`src/rtl/magma_pkg.sv`:
```
// magma_pkg: shared types, constants and the round function of the cipher
// used by magma_keys, magma_round and magma_block_cipher; no dependencies
package magma_pkg;

  localparam int WORD_W     = 32;
  localparam int KEY_WORDS  = 8;
  localparam int KEY_SEL_W  = $clog2(KEY_WORDS);
  localparam int ROUNDS     = 32;
  localparam int ROT        = 11;
  localparam int CFG_IDX_W  = 8;
  localparam int NIBBLES    = WORD_W / 4;

  localparam logic ACT_ENCRYPT = 1'b0;
  localparam logic ACT_DECRYPT = 1'b1;

  typedef logic [WORD_W-1:0] word_t;
  typedef logic [KEY_WORDS-1:0][WORD_W-1:0] key_set_t;

  typedef struct packed {
    logic valid;
    logic action;
  } magma_ctl_t;

  typedef logic [3:0] sbox_row_t [16];

  localparam sbox_row_t SBOX [NIBBLES] = '{
    '{4'd12, 4'd4, 4'd6, 4'd2, 4'd10, 4'd5, 4'd11, 4'd9,
      4'd14, 4'd8, 4'd13, 4'd7, 4'd0, 4'd3, 4'd15, 4'd1},
    '{4'd6, 4'd8, 4'd2, 4'd3, 4'd9, 4'd10, 4'd5, 4'd12,
      4'd1, 4'd14, 4'd4, 4'd7, 4'd11, 4'd13, 4'd0, 4'd15},
    '{4'd11, 4'd3, 4'd5, 4'd8, 4'd2, 4'd15, 4'd10, 4'd13,
      4'd14, 4'd1, 4'd7, 4'd4, 4'd12, 4'd9, 4'd6, 4'd0},
    '{4'd12, 4'd8, 4'd2, 4'd1, 4'd13, 4'd4, 4'd15, 4'd6,
      4'd7, 4'd0, 4'd10, 4'd5, 4'd3, 4'd14, 4'd9, 4'd11},
    '{4'd7, 4'd15, 4'd5, 4'd10, 4'd8, 4'd1, 4'd6, 4'd13,
      4'd0, 4'd9, 4'd3, 4'd14, 4'd11, 4'd4, 4'd2, 4'd12},
    '{4'd5, 4'd13, 4'd15, 4'd6, 4'd9, 4'd2, 4'd12, 4'd10,
      4'd11, 4'd7, 4'd8, 4'd1, 4'd4, 4'd3, 4'd14, 4'd0},
    '{4'd8, 4'd14, 4'd2, 4'd5, 4'd6, 4'd9, 4'd1, 4'd12,
      4'd15, 4'd4, 4'd11, 4'd0, 4'd13, 4'd10, 4'd3, 4'd7},
    '{4'd1, 4'd7, 4'd14, 4'd13, 4'd0, 4'd5, 4'd8, 4'd3,
      4'd4, 4'd15, 4'd10, 4'd6, 4'd9, 4'd12, 4'd11, 4'd2}
  };

  // add round key, substitute nibbles, rotate left
  function automatic word_t round_fn(input word_t half, input word_t rkey);
    word_t sum;
    word_t acc;
    sum = half + rkey;
    for (int n = 0; n < NIBBLES; n++) begin
      acc[4*n +: 4] = SBOX[n][sum[4*n +: 4]];
    end
    return {acc[WORD_W-ROT-1:0], acc[WORD_W-1:WORD_W-ROT]};
  endfunction

endpackage

```
`src/rtl/magma_keys.sv`:
```
// magma_keys: key word registers written through the configuration channel
// depends on magma_pkg
module magma_keys (
  input  logic                           clk,
  input  logic                           rst,
  input  logic                           cfg_valid,
  output logic                           cfg_ready,
  input  logic [magma_pkg::CFG_IDX_W-1:0] cfg_index,
  input  magma_pkg::word_t               cfg_data,
  output magma_pkg::key_set_t            keys
);
  import magma_pkg::*;

  logic write_en;

  assign cfg_ready = 1'b1;
  assign write_en  = cfg_valid && cfg_ready &&
                     (cfg_index < CFG_IDX_W'(KEY_WORDS));

  always_ff @(posedge clk) begin
    if (rst) begin
      keys <= '0;
    end else if (write_en) begin
      keys[cfg_index[KEY_SEL_W-1:0]] <= cfg_data;
    end
  end

  assert property (@(posedge clk) disable iff (rst)
    write_en |=> keys[$past(cfg_index[KEY_SEL_W-1:0])] == $past(cfg_data))
    else $error("key word not updated by config transaction");

endmodule

```
`config.mk`:
```
export PLATFORM = sky130hd
export DESIGN_NAME = magma_keys
export DESIGN_NICKNAME = d
export VERILOG_FILES = /design/src/rtl/magma_pkg.sv /design/src/rtl/magma_keys.sv
export SDC_FILE = /design/constraint.sdc
export NUM_CORES = 1
export LEC_CHECK = 0
export BUFFER_PORTS_ARGS = -buffer_cell sky130_fd_sc_hd__buf_2
export CELL_PAD_IN_SITES_DETAIL_PLACEMENT = 1
export CELL_PAD_IN_SITES_GLOBAL_PLACEMENT = 2
export CORE_MARGIN = 1
export CORE_UTILIZATION = 32
export CTS_CLUSTER_DIAMETER = 200
export DETAILED_ROUTE_END_ITERATION = 10
export GPL_TIMING_DRIVEN = 0
export PLACE_DENSITY = 0.86
export SETUP_SLACK_MARGIN = 0.02
export SKIP_LAST_GASP = 1
export SLEW_MARGIN = 20
export SYNTH_ARGS = -nofsm -noshare
export SYNTH_HDL_FRONTEND = slang
export SYNTH_SLANG_ARGS = --single-unit
```
`constraint.sdc`:
```
create_clock -name clk -period 2 [get_ports clk]
set_input_delay 0.4 -clock clk [delete_from_list [all_inputs] [get_ports clk]]
set_output_delay 0.4 -clock clk [all_outputs]
set_load 0.1 [all_outputs]
```
Yosys cells after proc, flatten, opt, wreduce, memory -nomap -nowiden. Cells that the tools add are included.

Register bits: 256. Input port bits: 43. Output and inout port bits: 257.

Reduce and logical (&&, ||, !) cells: 2. Multiplexer cells: 3. Order comparisons: 3.

Operator list (count): bitwise mux 256 bit (1); demux 32 bit (select 3 bit) (1); two-way mux 32 bit (1); < comparator 8 x 4 -> 1 bit (second input constant) (1); < comparator 3 x 4 -> 1 bit (second input constant) (1); >= comparator 3 x 1 -> 1 bit (second input constant) (1); logical AND 1 bit (2).

Logic depth before layout (Yosys ltp).
Depth in word-level cells: 5. Depth in mapped cells: 6. Depth with buffers taken out: 3.

Least setup slack after synthesis. Ideal clock, no wire load.

Kind: in2reg. Start: in cfg_index[4] (netlist name). End: reg keys[53] (netlist name). Arrival: 1.696 ns. Setup time: 0.072 ns. Data required time: 1.928 ns. Path slack: 0.232 ns. Buffers on the path: 2. Stages: 5. Path through: nor4_4 and3_2 buf_8 buf_8 mux2i_1.

Longest elaborated chain between the ends: 2.

Ends and longest elaborated chain: start: declaration (line magma_keys.sv:8) `input logic [magma_pkg::CFG_IDX_W-1:0] cfg_index,`; < comparator 8 x 4 -> 1 bit (line magma_keys.sv:18) `(cfg_index < CFG_IDX_W'(KEY_WORDS));`; logical AND 1 bit (line magma_keys.sv:17) `assign write_en = cfg_valid && cfg_ready &&`; end signal: indexed assignment (line magma_keys.sv:24) `keys[cfg_index[KEY_SEL_W-1:0]] <= cfg_data;`; end: declaration (line magma_keys.sv:10) `output magma_pkg::key_set_t keys`.

No other way between the ends. A chain may end at the register's enable or synchronous reset.

==> results.sh <==
export IMPL_min_from="cfg_index[2]"
export IMPL_antenna_found_initial=1
export IMPL_synth_avg_cell_area_sq_um=11.1
export IMPL_synth_xor_area_share_pct=0
export IMPL_finalNonFillerCells=1651
export IMPL_grt_max_degree=15
export IMPL_path_buf_inv=4
export IMPL_crit_family="buffers and inverters"
export IMPL_clkTransAtPathRegs_ns=0.06
export IMPL_drive_above_1_share_pct=30.9
export IMPL_status="finished with violations"
export IMPL_yosysWarnings=0
export IMPL_dp_cells=1601
export IMPL_min_path_type="in2reg"
export IMPL_synthesis_area_sq_um=10100
export IMPL_rows=64
export IMPL_finalPower_mw=10.8
export IMPL_drt_iter0_drc=257
export IMPL_violations="design-rule violations"
export IMPL_pin_count=300
export IMPL_arrival_ns=2.21
export IMPL_insertion_delay_ns=0.55
export IMPL_cap_violations=0
export IMPL_fmax_ghz=0.555
export IMPL_cts_tree="done"
export IMPL_dieWidth_microns=180
export IMPL_p_leak_nw=7.08
export IMPL_h_tree_depth=1
export IMPL_wirelength_microns=32900
export IMPL_post_route_util_pct=42.3
export IMPL_cts_root_buf="clkbuf_16"
export IMPL_setup_viol=0
export IMPL_die_area_sq_um=32300
export IMPL_core_region_area_sq_um=30800
export IMPL_synth_compound_area_share_pct=0
export IMPL_path_class="in2reg"
export IMPL_drt_vias_per_instance=4.55
export IMPL_p_per_area_nw_per_um2=831
export IMPL_cp_required_ns=2.41
export IMPL_gp_congestion=0.755
export IMPL_overflow=0
export IMPL_r2r_start="keys[34]$_SDFFE_PP0P_"
export IMPL_synthDistinctLibCells=19
export IMPL_slew_headroom_pct=47.5
export IMPL_antennaDiodeCount=0
export IMPL_reg_top3="keys x256"
export IMPL_final_hold_violation_count=0
export IMPL_ys_ff_latch=256
export IMPL_fin_crit_sh_pct=90.1
export IMPL_cp_slowest_cell="clkbuf_1"
export IMPL_nets=1279
export IMPL_top_register="keys"
export IMPL_clockBufferDepth=3
export IMPL_crit_path_max_incr_delay_ns=0.47
export IMPL_synthMuxAreaShare_pct=25.4
export IMPL_drt_first_pass_iters=8
export IMPL_largest_reg_flops=256
export IMPL_drv_slew=0
export IMPL_drcViolationCount=19
export IMPL_fillers=3509
export IMPL_finalClockSkew_ns=0
export IMPL_post_cts_setup_buffer_count=0
export IMPL_critPathCaptureType="register"
export IMPL_vias=7518
export IMPL_grt_pass1_vias=7854
export IMPL_area_delta_synth_final_pct=29.1
export IMPL_grt_pass1_wl_microns=49700
export IMPL_rsz0062_at_grt="false"
export IMPL_worstPathMaxFanout=10
export IMPL_path_cells="clkbuf_2 -> clkbuf_1 -> clkbuf_1 -> clkbuf_1 -> nand2b_1 -> mux2i_1"
export IMPL_ant_nets=0
export IMPL_period_needed_ns=1.80
export IMPL_path_common_cell="clkbuf_1"
export IMPL_r2r_slack_ns=1.35
export IMPL_tightest_slew_ns=0.781
export IMPL_numCtsBuffers=29
export IMPL_cts_sinks=256
export IMPL_synthAdderAreaFrac_pct=0
export IMPL_dp_hpwl_microns=23700
export IMPL_die_y_microns=180
export IMPL_yosysSeqAreaShare_pct=50.8
export IMPL_synth_simple_gate_area_share_pct=19.3
export IMPL_initial_core_util_pct=32.7
export IMPL_grt_total_usage_pct=20.1
export IMPL_syn_inst=908
export IMPL_post_drt_wl_per_cell_microns=19.9
export IMPL_vdd_drop_max_v=0.000632
export IMPL_worstSetupStartpoint="rst"
export IMPL_synth_net_count=951
export IMPL_start_kind="input pin"
export IMPL_port_buffers=297
export IMPL_synth_top_family_by_area="multiplexers"
## area by class of cell
class | count | area, sq um | share of cell area [%]
clock buffer | 44 | 872 | 6.69
sequential | 256 | 5120 | 39.3
timing repair buffer | 297 | 1490 | 11.4
clock inverter | 6 | 63.8 | 0.490
multi-input combinational | 561 | 4520 | 34.7
tap | 396 | 495 | 3.80
buffer | 91 | 464 | 3.56
## worst register-to-register path, delay by kind of cell, from the launching register on
| family | cells | cell delay (ns) |
|---|---|---|
| DFF | 1 | 0.33 |
| muxes | 1 | 0.18 |
| and+or+nand+nor | 1 | 0.06 |
## repair_timing
item                                   4_1_cts  5_1_grt
gates resized for setup                      7        7
setup endpoints to repair                  240      174
pin swaps                                    0        0
hold buffers                                 0        0
endpoints found under the hold margin        0        0
## cell usage in the layout, fill, tap and decap left out, drive strengths merged
cell type  netlist  final
nor4             1      1
nor2b            2      2
clkbuf          53     97
and3b            1      1
nand3            6      6
inv              0      1
conb             1      1
nand2b         288    288
clkinvlp         0      2
mux2i          256    256
and3             2      2
nor2             1      1
nand4            2      2
clkinv           0      2
buf             38    335
dfxtp          256    256
bufinv           0      1
nor3b            1      1
## synthesized netlist by cell type
master    instances  share of area (%)
nand2b_1        288                 18
nand4_2           2               0.25
and3b_1           1              0.087
and3_2            2               0.15
mux2i_1         256                 25
buf_6             8               0.89
buf_2            13               0.64
buf_1            12               0.45
nor2_1            1              0.037
clkbuf_1         53                2.0
nor2b_1           2               0.12
nor4_4            1               0.21
nand3_1           1              0.050
buf_8             2               0.30
conb_1            1              0.037
dfxtp_1         256                 51
nand3_2           5               0.50
nor3b_1           1              0.074
buf_4             3               0.22
## power by group
group,total [mW],switching (mW),internal [mW]
registers,5.11,0.00324,5.11
logic,0.478,0.304,0.174
clock network,5.24,2.13,3.11
total,10.8,2.44,8.39
## cells by family (layout without fill, tap and decap cells)
family / Yosys count / in the layout
buffers and inverters: 91 / 438
flip-flops: 256 / 256
AND/OR/NAND/NOR: 304 / 304
multiplexers: 256 / 256
other: 1 / 1
## stage by stage
step	hold WS, ns	worst slack [ns]	instance area (sq um)	TNS [ns]
after floorplan	0.659	0.232	10100	0
after CTS	0.299	0.0286	13000	0
after global routing	0.335	0.0407	13000	0
final	0.318	0.198	13000	0
after global placement	0.455	-0.983	12100	-199.93
after detailed placement	0.462	-1.06	12100	-209.00
## metal layers
layer  up-vias  wire length [microns]  GRT usage [%]
met5         -                     17              0
met4         2                    856           5.97
met1      3624                  14600           25.4
met3        51                   2010           4.54
li1       3617                      -              -
met2       224                  15500           34.1
## path summary, 6_finish.rpt
kind                            depth (start not counted)                endpoint
worst min register to register                          2   keys[57]$_SDFFE_PP0P_
worst min-delay path                                    3  keys[224]$_SDFFE_PP0P_
worst max-delay path                                    6   keys[58]$_SDFFE_PP0P_
worst max register to register                          2   keys[34]$_SDFFE_PP0P_
Note: power is estimated with default switching activity, not from simulation.
