--- config.mk ---
export PLATFORM = sky130hd
export DESIGN_NAME = magma_round
export DESIGN_NICKNAME = d
export VERILOG_FILES = /design/src/rtl/magma_pkg.sv /design/src/rtl/magma_round.sv
export SDC_FILE = /design/constraint.sdc
export NUM_CORES = 1
export LEC_CHECK = 0
export ABC_AREA = 1
export ABC_CLOCK_PERIOD_IN_PS = 5350
export BUFFER_PORTS_ARGS = -buffer_cell sky130_fd_sc_hd__buf_2
export CORE_ASPECT_RATIO = 0.6
export CORE_MARGIN = 5
export CORE_UTILIZATION = 57
export DETAILED_ROUTE_END_ITERATION = 12
export HOLD_SLACK_MARGIN = 0.12
export PLACE_DENSITY = 0.94
export SYNTH_ARGS = -nofsm -noshare
export SYNTH_HDL_FRONTEND = slang
export SYNTH_SLANG_ARGS = --single-unit
--- constraint.sdc ---
create_clock -name clk -period 5.35 [get_ports clk]
set_input_delay 1.07 -clock clk [delete_from_list [all_inputs] [get_ports clk]]
set_output_delay 1.07 -clock clk [all_outputs]
set_load 0.02 [all_outputs]
--- src/rtl/magma_pkg.sv ---
// magma_pkg: shared types, constants and the round function of the cipher
// used by magma_keys, magma_round and magma_block_cipher; no dependencies
package magma_pkg;

  localparam int WORD_W     = 32;
  localparam int KEY_WORDS  = 8;
  localparam int KEY_SEL_W  = $clog2(KEY_WORDS);
  localparam int ROUNDS     = 32;
  localparam int ROT        = 11;
  localparam int CFG_IDX_W  = 8;
  localparam int NIBBLES    = WORD_W / 4;

  localparam logic ACT_ENCRYPT = 1'b0;
  localparam logic ACT_DECRYPT = 1'b1;

  typedef logic [WORD_W-1:0] word_t;
  typedef logic [KEY_WORDS-1:0][WORD_W-1:0] key_set_t;

  typedef struct packed {
    logic valid;
    logic action;
  } magma_ctl_t;

  typedef logic [3:0] sbox_row_t [16];

  localparam sbox_row_t SBOX [NIBBLES] = '{
    '{4'd12, 4'd4, 4'd6, 4'd2, 4'd10, 4'd5, 4'd11, 4'd9,
      4'd14, 4'd8, 4'd13, 4'd7, 4'd0, 4'd3, 4'd15, 4'd1},
    '{4'd6, 4'd8, 4'd2, 4'd3, 4'd9, 4'd10, 4'd5, 4'd12,
      4'd1, 4'd14, 4'd4, 4'd7, 4'd11, 4'd13, 4'd0, 4'd15},
    '{4'd11, 4'd3, 4'd5, 4'd8, 4'd2, 4'd15, 4'd10, 4'd13,
      4'd14, 4'd1, 4'd7, 4'd4, 4'd12, 4'd9, 4'd6, 4'd0},
    '{4'd12, 4'd8, 4'd2, 4'd1, 4'd13, 4'd4, 4'd15, 4'd6,
      4'd7, 4'd0, 4'd10, 4'd5, 4'd3, 4'd14, 4'd9, 4'd11},
    '{4'd7, 4'd15, 4'd5, 4'd10, 4'd8, 4'd1, 4'd6, 4'd13,
      4'd0, 4'd9, 4'd3, 4'd14, 4'd11, 4'd4, 4'd2, 4'd12},
    '{4'd5, 4'd13, 4'd15, 4'd6, 4'd9, 4'd2, 4'd12, 4'd10,
      4'd11, 4'd7, 4'd8, 4'd1, 4'd4, 4'd3, 4'd14, 4'd0},
    '{4'd8, 4'd14, 4'd2, 4'd5, 4'd6, 4'd9, 4'd1, 4'd12,
      4'd15, 4'd4, 4'd11, 4'd0, 4'd13, 4'd10, 4'd3, 4'd7},
    '{4'd1, 4'd7, 4'd14, 4'd13, 4'd0, 4'd5, 4'd8, 4'd3,
      4'd4, 4'd15, 4'd10, 4'd6, 4'd9, 4'd12, 4'd11, 4'd2}
  };

  // add round key, substitute nibbles, rotate left
  function automatic word_t round_fn(input word_t half, input word_t rkey);
    word_t sum;
    word_t acc;
    sum = half + rkey;
    for (int n = 0; n < NIBBLES; n++) begin
      acc[4*n +: 4] = SBOX[n][sum[4*n +: 4]];
    end
    return {acc[WORD_W-ROT-1:0], acc[WORD_W-1:WORD_W-ROT]};
  endfunction

endpackage

--- src/rtl/magma_round.sv ---
// magma_round: one registered feistel round of the cipher pipeline
// depends on magma_pkg
module magma_round (
  input  logic                  clk,
  input  logic                  rst,
  input  magma_pkg::magma_ctl_t ctl_in,
  input  magma_pkg::word_t      n1_in,
  input  magma_pkg::word_t      n2_in,
  input  magma_pkg::word_t      rkey,
  output magma_pkg::magma_ctl_t ctl_out,
  output magma_pkg::word_t      n1_out,
  output magma_pkg::word_t      n2_out
);
  import magma_pkg::*;

  word_t t_next;

  assign t_next = n2_in ^ round_fn(n1_in, rkey);

  always_ff @(posedge clk) begin
    if (rst) begin
      ctl_out.valid <= 1'b0;
    end else begin
      ctl_out.valid <= ctl_in.valid;
    end
    ctl_out.action <= ctl_in.action;
    n1_out         <= t_next;
    n2_out         <= n1_in;
  end

  assert property (@(posedge clk) disable iff (rst)
    ctl_out.valid |-> $past(ctl_in.valid))
    else $error("round stage valid without an entering transaction");

endmodule

# Yosys cells after proc, flatten, opt, wreduce, memory -nomap -nowiden

Memories as Yosys holds them, arrays and structs flattened.
Index checks and enable logic that the tools add are counted.

Bits in registers: 66
ROM bits: 512
Memories: 8

Add/sub/neg operators: 1
$lt $le $gt $ge: 8
Multiplexer cells: 16
Bitwise logic cells: 9

Memories:

| name            | depth | bits a word | rd ports | clocked after Yosys merged registers in | write ports | line            | source |
|---|---|---|---|---|---|---|---|
| (no name shown) | 16    | 4           | 1        | 0                                       | 0           | magma_pkg.sv:51 | `acc[4*n +: 4] = SBOX[n][sum[4*n +: 4]];` |
| (no name shown) | 16    | 4           | 1        | 0                                       | 0           | magma_pkg.sv:51 |  |
| (no name shown) | 16    | 4           | 1        | 0                                       | 0           | magma_pkg.sv:51 |  |
| (no name shown) | 16    | 4           | 1        | 0                                       | 0           | magma_pkg.sv:51 |  |
| (no name shown) | 16    | 4           | 1        | 0                                       | 0           | magma_pkg.sv:51 |  |
| (no name shown) | 16    | 4           | 1        | 0                                       | 0           | magma_pkg.sv:51 |  |
| +2 memories     | n/a   | n/a         | n/a      | n/a                                     | n/a         | n/a             |  |

Operators by type and width:

| cell                                       | count |
|---|---|
| 2-to-1 mux 4 bit                           | 16 |
| >= comparator 5 bit, second input constant | 8 |
| NOT 4 -> 5 bit                             | 8 |
| adder 32 bit                               | 1 |
| XOR 32 bit                                 | 1 |

# Depth between registers and ports, before layout

Gate-level depths: netlist (run 1).

Depth in word-level cells: 6
Depth in mapped cells: 23
Mapped depth without buffers: 23

# Worst setup path after synthesis (run 1)

No wires, ideal clock.

Kind: input -> register
From: input port n1_in[0]
To: register n1_out[24]
Arrival: 3.262 ns
Required time: 5.238 ns
Setup slack: 1.975 ns
Cell stages on the path: 18
Path buffers: 0
Cells stage by stage: ha_1 > inv_1 > fa_1 > inv_1 > nand3_1 > nand2_2 > nand2_1 > nand2_2 > nand2_1 > nand2_2 > xor2_2 > inv_1 > ha_1 > or2_0 > o211ai_1 > nand2_1 > nand2_1 > nand2_1

Cells in the longest elaborated chain, start to end: 6

Ends and longest elaborated chain:

| item                                                 | line              | source |
|---|---|---|
| start: declaration                                   | magma_round.sv:7  | `input magma_pkg::word_t n1_in,` |
| adder 32 bit                                         | magma_pkg.sv:49   | `sum = half + rkey;` |
| NOT 4 -> 5 bit (implied by the code)                 | magma_pkg.sv:51   |  |
| memory (16 x 4 bit)                                  | n/a               |  |
| 2-to-1 mux 4 bit (implied by the code) (2 in series) | magma_pkg.sv:51   |  |
| XOR 32 bit                                           | magma_round.sv:18 | `assign t_next = n2_in ^ round_fn(n1_in, rkey);` |
| net t_next[24]                                       | magma_round.sv:16 | `word_t t_next;` |
| end signal: assignment                               | magma_round.sv:27 | `n1_out <= t_next;` |
| end: declaration                                     | magma_round.sv:11 | `output magma_pkg::word_t n1_out,` |

The timed path passes the listed nets, and every way through them passes these cells. The select of a mux whose other input is x is not followed.
A chain may end at the register's enable or synchronous reset.

# Worst setup path after layout (run 1)

Same ends and word-level chain as after synthesis.

==> summary.md, run 1 <==
| Metric | Value |
|---|---|
| Power density over cell area | `about 330 mW/mm^2` |
| Status | `completed` |
| CTS Hold Buffers Added | `0` |
| Pint | `0.00128 W` |
| Hold Crit Depth | `1` |
| Residual DRC | `0` |
| Area occupied by multi-input gates | `approximately 0.0036 sq mm` |
| Share of layout cells above drive strength 1 | `0.203` |
| Antenna Cells | `0` |
| Cell Count Post-Placement | `1154` |
| Critical-path maximum fanout | `6` |
| Static Leak | `approximately 4 nW` |
| Seq pwr share | `0.283` |
| Max_slew headroom | `0.587` |
| Initial Util | `0.591` |
| Die Wd | `137 microns` |
| Final WL | `15200 microns` |
| Routed wire per std cell | `roughly 13 microns` |
| Grt met1 use | `0.347` |
| Via count | `~5900` |
| Syn Nets | `1029` |
| Layout area overhead | `22.7%` |
| CTS tree | `done` |
| Root buffer cell | `clkbuf_16` |
| Initial antenna violation count | `0` |
| CTS H-tree depth | `3` |
| Reg clk slew, reported paths | `0.05 ns` |
| Peak supply drop | `0.193 mV` |
| Met2 Usage GRT | `0.396` |
| GPL Wtd Cong | `0.958` |
| Endpoints failing setup | `0` |
| Seq cells post-synth | `between 60 and 70` |
| Critical Path End Type | `register` |
| Highest Clock Rate | `around 280 MHz` |
| # nets final | `around 1200` |
| Detailed Routing Iterations Pass 1 | `6` |
| Port Buffers | `165` |
| Post-synthesis sequential area ratio | `0.241` |
| Crit share post-route | `0.660` |
| Tmin final | `3.53 ns` |
| Hold Path Class | `primary input to register` |
| Power Total | `0.00219 W` |
| DRT antenna net count | `0` |
| Setup TNS | `0 ns` |
| Top Usage Layer GRT | `met2` |
| Grt total ovfl | `0` |
| Num CTS Buffers | `9` |
| TritonCTS sink count | `66` |
| Met3 usage | `0.0950` |
| Switching pwr | `0.000913 W` |
| Final Hold Violating Endpoints | `0` |
| First-pass GRT wire length | `between 20000 and 25000 microns` |
| Switching Share | `0.416` |
| Row cnt | `27` |
| Cells after synthesis | `860` |
| Non-Filler Instances | `1169` |
| Worst slew pin tran | `0.615 ns` |
| Fillers | `759` |
| Post-DP HPWL | `12500 microns` |
| Type of the worst setup path | `primary input to register` |
| Register area | `0.00132 sq mm` |
| Detailed router's first-iteration violation count | `473` |
| CTS max path bufs | `2` |
| Worst Path Arrival | `3.76 ns` |
| Syn Area/Cell | `6.38 sq um` |
| Max cap viols | `0` |
| Die H | `86.0 microns` |
| Top-Level Pins | `166` |
| Total Routing Usage GR | `0.257` |
| Total core area | `0.00929 sq mm` |
| Crit start category | `primary input` |
| Clk pwr share | `0.243` |
| CP Data Required Time | `5.57 ns` |
| RSZ-0062 raised after global routing | `no` |
| Largest net degree at the start of global routing | `13` |
| Max Slew Vio Count | `0` |
| Vias in the first global route | `approximately 5600` |
| Netlist Area Pre-Place | `0.00549 sq mm` |
| Vias per cell | `5.03` |
| Die area | `0.0118 sq mm` |
| Post-CTS Setup Bufs | `0` |
| Post-cts resize count | `0` |
| Synth unique cells | `37` |
| Gate power share | `0.474` |
| YS warnings | `0` |
registers in the layout, indices dropped and copies added, names as in the netlist:
| register | count |
|---|---|
| ctl_out | 2 |
| n1_out | 32 |
| n2_out | 32 |
cells in the final DEF, fill, tap and decap left out, types with 2 or more instances in the layout:
cell type / instances
inv_1: 143
o21ai_1: 7
xor2_1: 17
nand2_1: 322
nor3_1: 2
nand3_1: 48
xnor2_1: 16
o21ai_0: 23
nand2_2: 17
clkbuf_16: 9
nand3_2: 3
nor2_2: 2
dfxtp_1: 66
buf_2: 165
o22ai_1: 4
clkinv_2: 3
xor2_2: 4
nand3b_1: 10
a21oi_1: 23
a21oi_2: 2
nor2_1: 53
o211ai_1: 10
o21bai_1: 4
ha_1: 68
metrics by stage:
stage | hold WS [ns] | worst slack [ns] | utilization | instance area (sq um)
6_report | 0.845 | 1.82 | 0.725 | 6740
5_1_grt | 0.843 | 1.63 | 0.725 | 6740
4_1_cts | 0.842 | 1.89 | 0.725 | 6740
3_5_place_dp | 1.18 | 1.56 | 0.696 | 6470
3_3_place_gp | 1.17 | 1.68 | 0.696 | 6470
2_1_floorplan | 1.10 | 1.98 | - | 5490
layer usage:
layer | vias up | part of all wire
li1 | 3012 | -
met1 | 2561 | 0.45
met2 | 287 | 0.41
met3 | 15 | 0.13
met4 | 0 | 0.0072
met5 | - | 0
cell usage after synthesis:
cell	n	area (sq um)
nand3b_1	10	75.1
o21a_1	1	7.51
xnor2_1	16	140
o22a_1	1	8.76
nand2_1	322	1210
ha_1	68	851
nand2_2	17	106
nor2_1	53	199
inv_2	1	3.75
fa_1	1	20.0
nand3_1	48	240
o21ai_0	23	115
a21o_1	1	7.51
a21oi_2	2	17.5
nor2_2	2	12.5
a211oi_1	1	7.51
or2_1	1	6.26
nor3_2	1	10.0
a211o_1	1	8.76
and3_1	1	6.26
o21ai_2	1	8.76
inv_1	143	537
or2_0	1	6.26
a31oi_1	1	6.26
nand4_1	1	6.26
nor3_1	2	10.0
nand3_2	3	30.0
o21bai_1	4	30.0
a21oi_1	23	115
xor2_1	17	149
xor2_2	4	65.1
o22ai_1	4	25.0
o211ai_1	10	75.1
dfxtp_1	66	1320
o21ai_1	7	35.0
buf_6	1	11.3
and2_1	1	6.26
final timing paths:
kind                  start          to  slack (ns)
setup / recovery   n1_in[0]  n1_out[24]        1.82
hold / removal    ctl_in[0]  ctl_out[0]        0.84
logic make-up (layout without fill, tap and decap cells):
group / Yosys count / in the layout / share of synthesized area
flops: 66 / 66 / 0.241
xor+xnor: 37 / 37 / 0.0645
simple gates: 463 / 463 / 0.350
compound gates: 80 / 80 / 0.0853
fa+ha+maj: 69 / 69 / 0.159
buf+inv: 145 / 324 / 0.101
power by group through the flow:
stage | Combinational (W) | Clock, W | Sequential, W
final | 0.00104 | 0.000534 | 0.000620
after global routing | 0.00117 | 0.000566 | 0.000630
after CTS | 0.00103 | 0.000543 | 0.000621
after detailed placement | 0.00102 | 0 | 0.000631
after global placement | 0.000992 | 0 | 0.000628
after floorplan | 0.000593 | 0 | 0.000775
final cells by class:
class,count,share of cell area
flip-flops and latches,66,0.196
well taps,130,0.0241
multi-input cells,649,0.537
inverters,144,0.0802
clock buffers,10,0.0355
clock inverters,5,0.00464
repair buffers,165,0.123
worst max-delay path: stages:
cell and delay, ns:
buf_2 0.09, ha_1 0.21, inv_1 0.07, fa_1 0.41
inv_1 0.10, nand3_1 0.09, nand2_2 0.12, nand2_1 0.08
nand2_2 0.09, nand2_1 0.07, nand2_2 0.11, xor2_2 0.29
inv_1 0.13, ha_1 0.19, or2_0 0.24, o211ai_1 0.21
nand2_1 0.07, nand2_1 0.06, nand2_1 0.04
No activity file was read; power rests on OpenSTA's default activity.
==> run 2, diff against run 1 <==
--- a/config.mk
+++ b/config.mk
@@ -6,14 +6,14 @@
 export NUM_CORES = 1
 export LEC_CHECK = 0
 export ABC_AREA = 1
-export ABC_CLOCK_PERIOD_IN_PS = 5350
+export ABC_CLOCK_PERIOD_IN_PS = 2900
 export BUFFER_PORTS_ARGS = -buffer_cell sky130_fd_sc_hd__buf_2
 export CORE_ASPECT_RATIO = 0.6
 export CORE_MARGIN = 5
-export CORE_UTILIZATION = 57
+export CORE_UTILIZATION = 48
 export DETAILED_ROUTE_END_ITERATION = 12
 export HOLD_SLACK_MARGIN = 0.12
-export PLACE_DENSITY = 0.94
+export PLACE_DENSITY = 0.85
 export SYNTH_ARGS = -nofsm -noshare
 export SYNTH_HDL_FRONTEND = slang
 export SYNTH_SLANG_ARGS = --single-unit
==> constraint.sdc (replaced) <==
create_clock -name clk -period 2.9 [get_ports clk]
set_input_delay 0.58 -clock clk [delete_from_list [all_inputs] [get_ports clk]]
set_output_delay 0.58 -clock clk [all_outputs]
set_load 0.02 [all_outputs]
==> run 2 against run 1 <==
Effect of this change:
- via count increased by 0.58%
- sequential power up 85%
- wire length rose by 0.70%
- power increased by 100%
- non-clock buffer count up 52
- critical path depth decreased by 3
- worst hold slack got worse by 0.49 ns
- sequential cell count unchanged
- critical path type unchanged
- largest power group unchanged
==> summary.md, run 2 (synthesis results as in run 1) <==
| Metric | Value |
|---|---|
| Die area | `0.0137 sq mm (was 0.0118 sq mm)` |
| Post-cts resize count | `0 (unchanged)` |
| Max cap viols | `0 (unchanged)` |
| Critical-path maximum fanout | `3 (was 6)` |
| Antenna Cells | `0 (unchanged)` |
| Detailed router's first-iteration violation count | `394 (was 473)` |
| Highest Clock Rate | `374 MHz` |
| CP Data Required Time | `3.13 ns (was 5.57 ns)` |
| Largest net degree at the start of global routing | `14 (was 13)` |
| Most frequent cells in the layout | `nand2_1, buf_2, inv_1 (unchanged)` |
| Worst slew pin tran | `0.416 ns (was 0.615 ns)` |
| TritonCTS sink count | `66 (unchanged)` |
| Residual DRC | `0 (unchanged)` |
| Cell Count Post-Placement | `1220 (was 1154)` |
| First-pass GRT wire length | `24900 microns (was 24600 microns)` |
| Layout area overhead | `31.3% (was 22.7%)` |
| CTS tree | `done (unchanged)` |
| Hold Path Class | `primary input to register (unchanged)` |
| Vias per cell | `4.78 (was 5.03)` |
| CTS Hold Buffers Added | `0 (unchanged)` |
| Root buffer cell | `clkbuf_16 (unchanged)` |
| Non-Filler Instances | `1236 (was 1169)` |
| Crit share post-route | `0.921` |
| GPL Wtd Cong | `0.949 (was 0.958)` |
| RSZ-0062 raised after global routing | `no (unchanged)` |
| Reg clk slew, reported paths | `0.05 ns (about the same)` |
| Largest registers | `n1_out: 32 flops, n2_out: 32 flops, ctl_out: 2 flops (unchanged)` |
| Fillers | `1055 (was 759)` |
| Die H | `92.8 microns (was 86.0 microns)` |
| Grt total ovfl | `0 (unchanged)` |
| Via count | `5909 (was 5875)` |
| Initial antenna violation count | `1 (was 0)` |
| Max Slew Vio Count | `0 (unchanged)` |
| Crit start category | `primary input (unchanged)` |
| CTS H-tree depth | `3 (unchanged)` |
| Detailed Routing Iterations Pass 1 | `5 (was 6)` |
| Critical Path End Type | `register (unchanged)` |
| # nets final | `1256 (was 1204)` |
| Static Leak | `4.29 nW (was 4.01 nW)` |
| Total Routing Usage GR | `0.221 (was 0.257)` |
| Tmin final | `2.67 ns` |
| Power density over cell area | `609 mW/mm^2 (was 326 mW/mm^2)` |
| Top-Level Pins | `166 (unchanged)` |
| Row cnt | `30 (was 27)` |
| Port Buffers | `165 (unchanged)` |
| DRT antenna net count | `0 (unchanged)` |
| Total core area | `0.0112 sq mm (was 0.00929 sq mm)` |
| Die Wd | `148 microns (was 137 microns)` |
| Post-CTS Setup Bufs | `0 (unchanged)` |
| Register area | `0.00132 sq mm (unchanged)` |
| Power Total | `0.00439 W (was 0.00219 W)` |
| Num CTS Buffers | `9 (unchanged)` |
| Post-DP HPWL | `13000 microns (was 12500 microns)` |
| Initial Util | `0.489 (was 0.591)` |
| Vias in the first global route | `5305 (was 5553)` |
| CTS max path bufs | `2 (unchanged)` |
| Routed wire per std cell | `12.4 microns (was 13.0 microns)` |
| Placed cell area | `0.00687 sq mm (was 0.00647 sq mm)` |
| Type of the worst setup path | `primary input to register (unchanged)` |
| Final Hold Violating Endpoints | `0 (unchanged)` |
| Area occupied by multi-input gates | `0.00362 sq mm (about the same)` |
| Endpoints failing setup | `0 (unchanged)` |
| Worst Path Arrival | `2.90 ns (was 3.76 ns)` |
| Final non-filler cell area | `0.00720 sq mm (was 0.00674 sq mm)` |
| Most common cell after layout, fill and taps aside | `nand2_1 (unchanged)` |
| Max_slew headroom | `0.722 (was 0.587)` |
| Final WL | `15300 microns (was 15200 microns)` |
| Status | `completed (unchanged)` |
| Share of layout cells above drive strength 1 | `0.244 (was 0.203)` |
| Peak supply drop | `0.474 mV (was 0.193 mV)` |
run 2: cell count changes in the layout (fill, tap and decap cells not counted), moves of 2 or more:
cell       previous run  this run
buf_4                 0        52
bufinv_16             0         2
clkinv_2              3         1
inv_6                 0         2
run 2: final cells by class:
cell class | count | area share
clock buffers | 9 | 0.0313
clock inverters | 7 | 0.0139
inverters | 144 | 0.0750
multi-input cells | 649 | 0.503
flip-flops and latches | 66 | 0.183
well taps | 144 | 0.0250
repair buffers | 217 | 0.169
run 2: report_power, final:
part	total [W]	leakage [nW]	switching, W	internal (W)
sequential	0.00115	0.557	0.0000420	0.00110
clock	0.00119	0.160	0.000432	0.000760
combinational	0.00205	3.57	0.00127	0.000782
run 2: critical path, cell delays in order:
cell and delay [ns]:
buf_2 0.13, ha_1 0.32, nand2_1 0.14, inv_1 0.05, nand2_1 0.06, nand2_1 0.09, a21oi_1 0.13, nand2_1 0.12
xnor2_1 0.30, inv_1 0.14, ha_1 0.21, or2_0 0.24, o211ai_1 0.20, nand2_1 0.07, nand2_1 0.06, nand2_1 0.04
run 2: worst paths after layout:
check,startpoint,endpoint,slack [ns],depth (start not counted)
setup / recovery,n1_in[12],n1_out[24],0.23,16
hold / removal,ctl_in[0],ctl_out[0],0.35,1
run 2: metrics by stage:
stage,setup TNS (ns),util,hold slack (ns),setup slack [ns]
floorplan,0,-,0.608,0.0154
global placement,-0.164,0.612,0.684,-0.0679
detailed placement,-0.717,0.612,0.688,-0.108
CTS,0,0.641,0.344,0.218
global route,0,0.642,0.339,0.0459
finish,0,0.642,0.352,0.229
run 2: layer usage:
metal / routed length, microns / track usage / up-vias
met4: 136 / 0.0369 / 2
met2: 5990 / 0.328 / 246
met5: 13 / 0 / -
li1: - / - / 3105
met3: 1660 / 0.0606 / 19
met1: 7480 / 0.323 / 2537
==> run 3, diff against run 2 <==
--- a/config.mk
+++ b/config.mk
@@ -14,6 +14,7 @@
 export DETAILED_ROUTE_END_ITERATION = 12
 export HOLD_SLACK_MARGIN = 0.12
 export PLACE_DENSITY = 0.85
+export REMOVE_ABC_BUFFERS = 1
 export SYNTH_ARGS = -nofsm -noshare
 export SYNTH_HDL_FRONTEND = slang
 export SYNTH_SLANG_ARGS = --single-unit
==> run 3 against run 2 <==
Effect of this change:
- wire length decreased by 0.21%
- final cell count decreased by 0.24%
- first-iteration DRC count decreased by 5.6%
- sequential cell count unchanged
- critical endpoint unchanged
- count of clock-buffer cells in the layout increased by 1
- cell area about the same
- worst setup slack got worse by 0.010 ns
- utilization about the same
- via count decreased by 1.1%
==> summary.md, run 3 (synthesis results as in run 1) <==
| Metric | Value |
|---|---|
| Via count | `5842 (was 5909)` |
| Type of the worst setup path | `primary input to register (unchanged)` |
| Peak supply drop | `0.367 mV (was 0.474 mV)` |
| Crit share post-route | `0.925 (was 0.921)` |
| Vias in the first global route | `5295 (was 5305)` |
| TritonCTS sink count | `66 (unchanged)` |
| Detailed Routing Iterations Pass 1 | `4 (was 5)` |
| Largest registers | `n1_out: 32 flops, n2_out: 32 flops, ctl_out: 2 flops (unchanged)` |
| Critical Path End Type | `register (unchanged)` |
| Total core area | `0.0112 sq mm (unchanged)` |
| Final WL | `15300 microns (about the same)` |
| Hold Path Class | `primary input to register (unchanged)` |
| Final core utilization | `0.642 (about the same)` |
| Share of layout cells above drive strength 1 | `0.242 (was 0.244)` |
| Power density over cell area | `622 mW/mm^2 (was 609 mW/mm^2)` |
| Routed wire per std cell | `12.4 microns (about the same)` |
| Initial antenna violation count | `0 (was 1)` |
| Top-Level Pins | `166 (unchanged)` |
| Hold_ws | `0.339 ns (was 0.352 ns)` |
| RSZ-0062 raised after global routing | `no (unchanged)` |
| Status | `completed (unchanged)` |
| Layout area overhead | `31.3% (about the same)` |
| Critical-path maximum fanout | `3 (unchanged)` |
| # nets final | `1253 (was 1256)` |
| Placed cell area | `0.00685 sq mm (was 0.00687 sq mm)` |
| Final non-filler cell area | `0.00721 sq mm (was 0.00720 sq mm)` |
| Post-CTS Setup Bufs | `0 (unchanged)` |
| Worst slew pin tran | `0.446 ns (was 0.416 ns)` |
| Die Wd | `148 microns (unchanged)` |
| Num CTS Buffers | `9 (unchanged)` |
| Worst Path Arrival | `2.92 ns (was 2.90 ns)` |
| Reg clk slew, reported paths | `0.05 ns (about the same)` |
| Static Leak | `4.29 nW (about the same)` |
| Post-DP HPWL | `12900 microns (was 13000 microns)` |
| Setup TNS | `0 ns (unchanged)` |
| GPL Wtd Cong | `0.954 (was 0.949)` |
| Final Hold Violating Endpoints | `0 (unchanged)` |
| CTS Hold Buffers Added | `0 (unchanged)` |
| Grt total ovfl | `0 (unchanged)` |
| Post-placement setup slack | `-0.153 ns (was -0.108 ns)` |
| DRT antenna net count | `0 (unchanged)` |
| Crit start category | `primary input (unchanged)` |
| Detailed router's first-iteration violation count | `372 (was 394)` |
| Most frequent cells in the layout | `nand2_1, buf_2, inv_1 (unchanged)` |
| Row cnt | `30 (unchanged)` |
| Max_slew headroom | `0.702 (was 0.722)` |
| Most common cell after layout, fill and taps aside | `nand2_1 (unchanged)` |
| Vias per cell | `4.74 (was 4.78)` |
| Max cap viols | `0 (unchanged)` |
| First-pass GRT wire length | `24400 microns (was 24900 microns)` |
| Highest Clock Rate | `373 MHz (was 374 MHz)` |
| Total Routing Usage GR | `0.219 (was 0.221)` |
| Residual DRC | `0 (unchanged)` |
| CTS max path bufs | `2 (unchanged)` |
| CTS H-tree depth | `3 (unchanged)` |
| CP Data Required Time | `3.14 ns (was 3.13 ns)` |
| Port Buffers | `165 (unchanged)` |
| Die area | `0.0137 sq mm (unchanged)` |
| Largest net degree at the start of global routing | `13 (was 14)` |
| Initial Util | `0.489 (unchanged)` |
| Tmin final | `2.68 ns (was 2.67 ns)` |
| Final setup margin | `0.218 ns (was 0.229 ns)` |
| Post-cts resize count | `0 (unchanged)` |
| CTS tree | `done (unchanged)` |
| Endpoints failing setup | `0 (unchanged)` |
| Die H | `92.8 microns (unchanged)` |
| Root buffer cell | `clkbuf_16 (unchanged)` |
| Max Slew Vio Count | `0 (unchanged)` |
| Antenna Cells | `0 (unchanged)` |
## run 3: power breakdown
part / switching (W) / total (W) / internal (W)
clock network: 0.000420 / 0.00129 / 0.000865
registers: 0.0000422 / 0.00115 / 0.00110
logic: 0.00127 / 0.00205 / 0.000779
## run 3: final timing paths
kind	startpoint	endpoint	slack (ns)	cells past startpoint
setup / recovery	n1_in[0]	n1_out[24]	0.22	19
hold / removal	ctl_in[0]	ctl_out[0]	0.34	1
## run 3: per-layer routing
| layer | routed length (microns) | GRT usage |
|---|---|---|
| met1 | 7750 | 0.323 |
| met2 | 5860 | 0.311 |
| met3 | 1520 | 0.0626 |
| met4 | 129 | 0.0492 |
| met5 | 0 | 0 |
## run 3: area by class of cell
cell class	instances	area (sq um)
sequential	66	1320
timing repair buffer	214	1190
inverter	144	541
clock buffer	10	239
multi-input combinational	649	3620
tap	144	180
clock inverter	6	113
fill	1039	4020
## run 3: metrics by stage
| step | std cells | power (W) |
|---|---|---|
| 6_report | 1233 | 0.00448 |
| 5_1_grt | 1233 | 0.00481 |
| 4_1_cts | 1233 | 0.00449 |
| 3_5_place_dp | 1217 | 0.00319 |
| 3_3_place_gp | 1217 | 0.00315 |
| 2_1_floorplan | 859 | 0.00252 |
## run 3: worst max-delay path, cell delays in order
cell and delay (ns):
buf_2 0.09, ha_1 0.18, inv_1 0.07, fa_2 0.35, inv_1 0.08, nand3_1 0.08
nand2_2 0.08, nand2_1 0.06, nand2_2 0.06, nand2_1 0.06, nand2_2 0.10, xor2_2 0.22
inv_1 0.09, ha_1 0.17, or2_0 0.24, o211ai_1 0.24, nand2_1 0.08, nand2_1 0.06
nand2_1 0.04
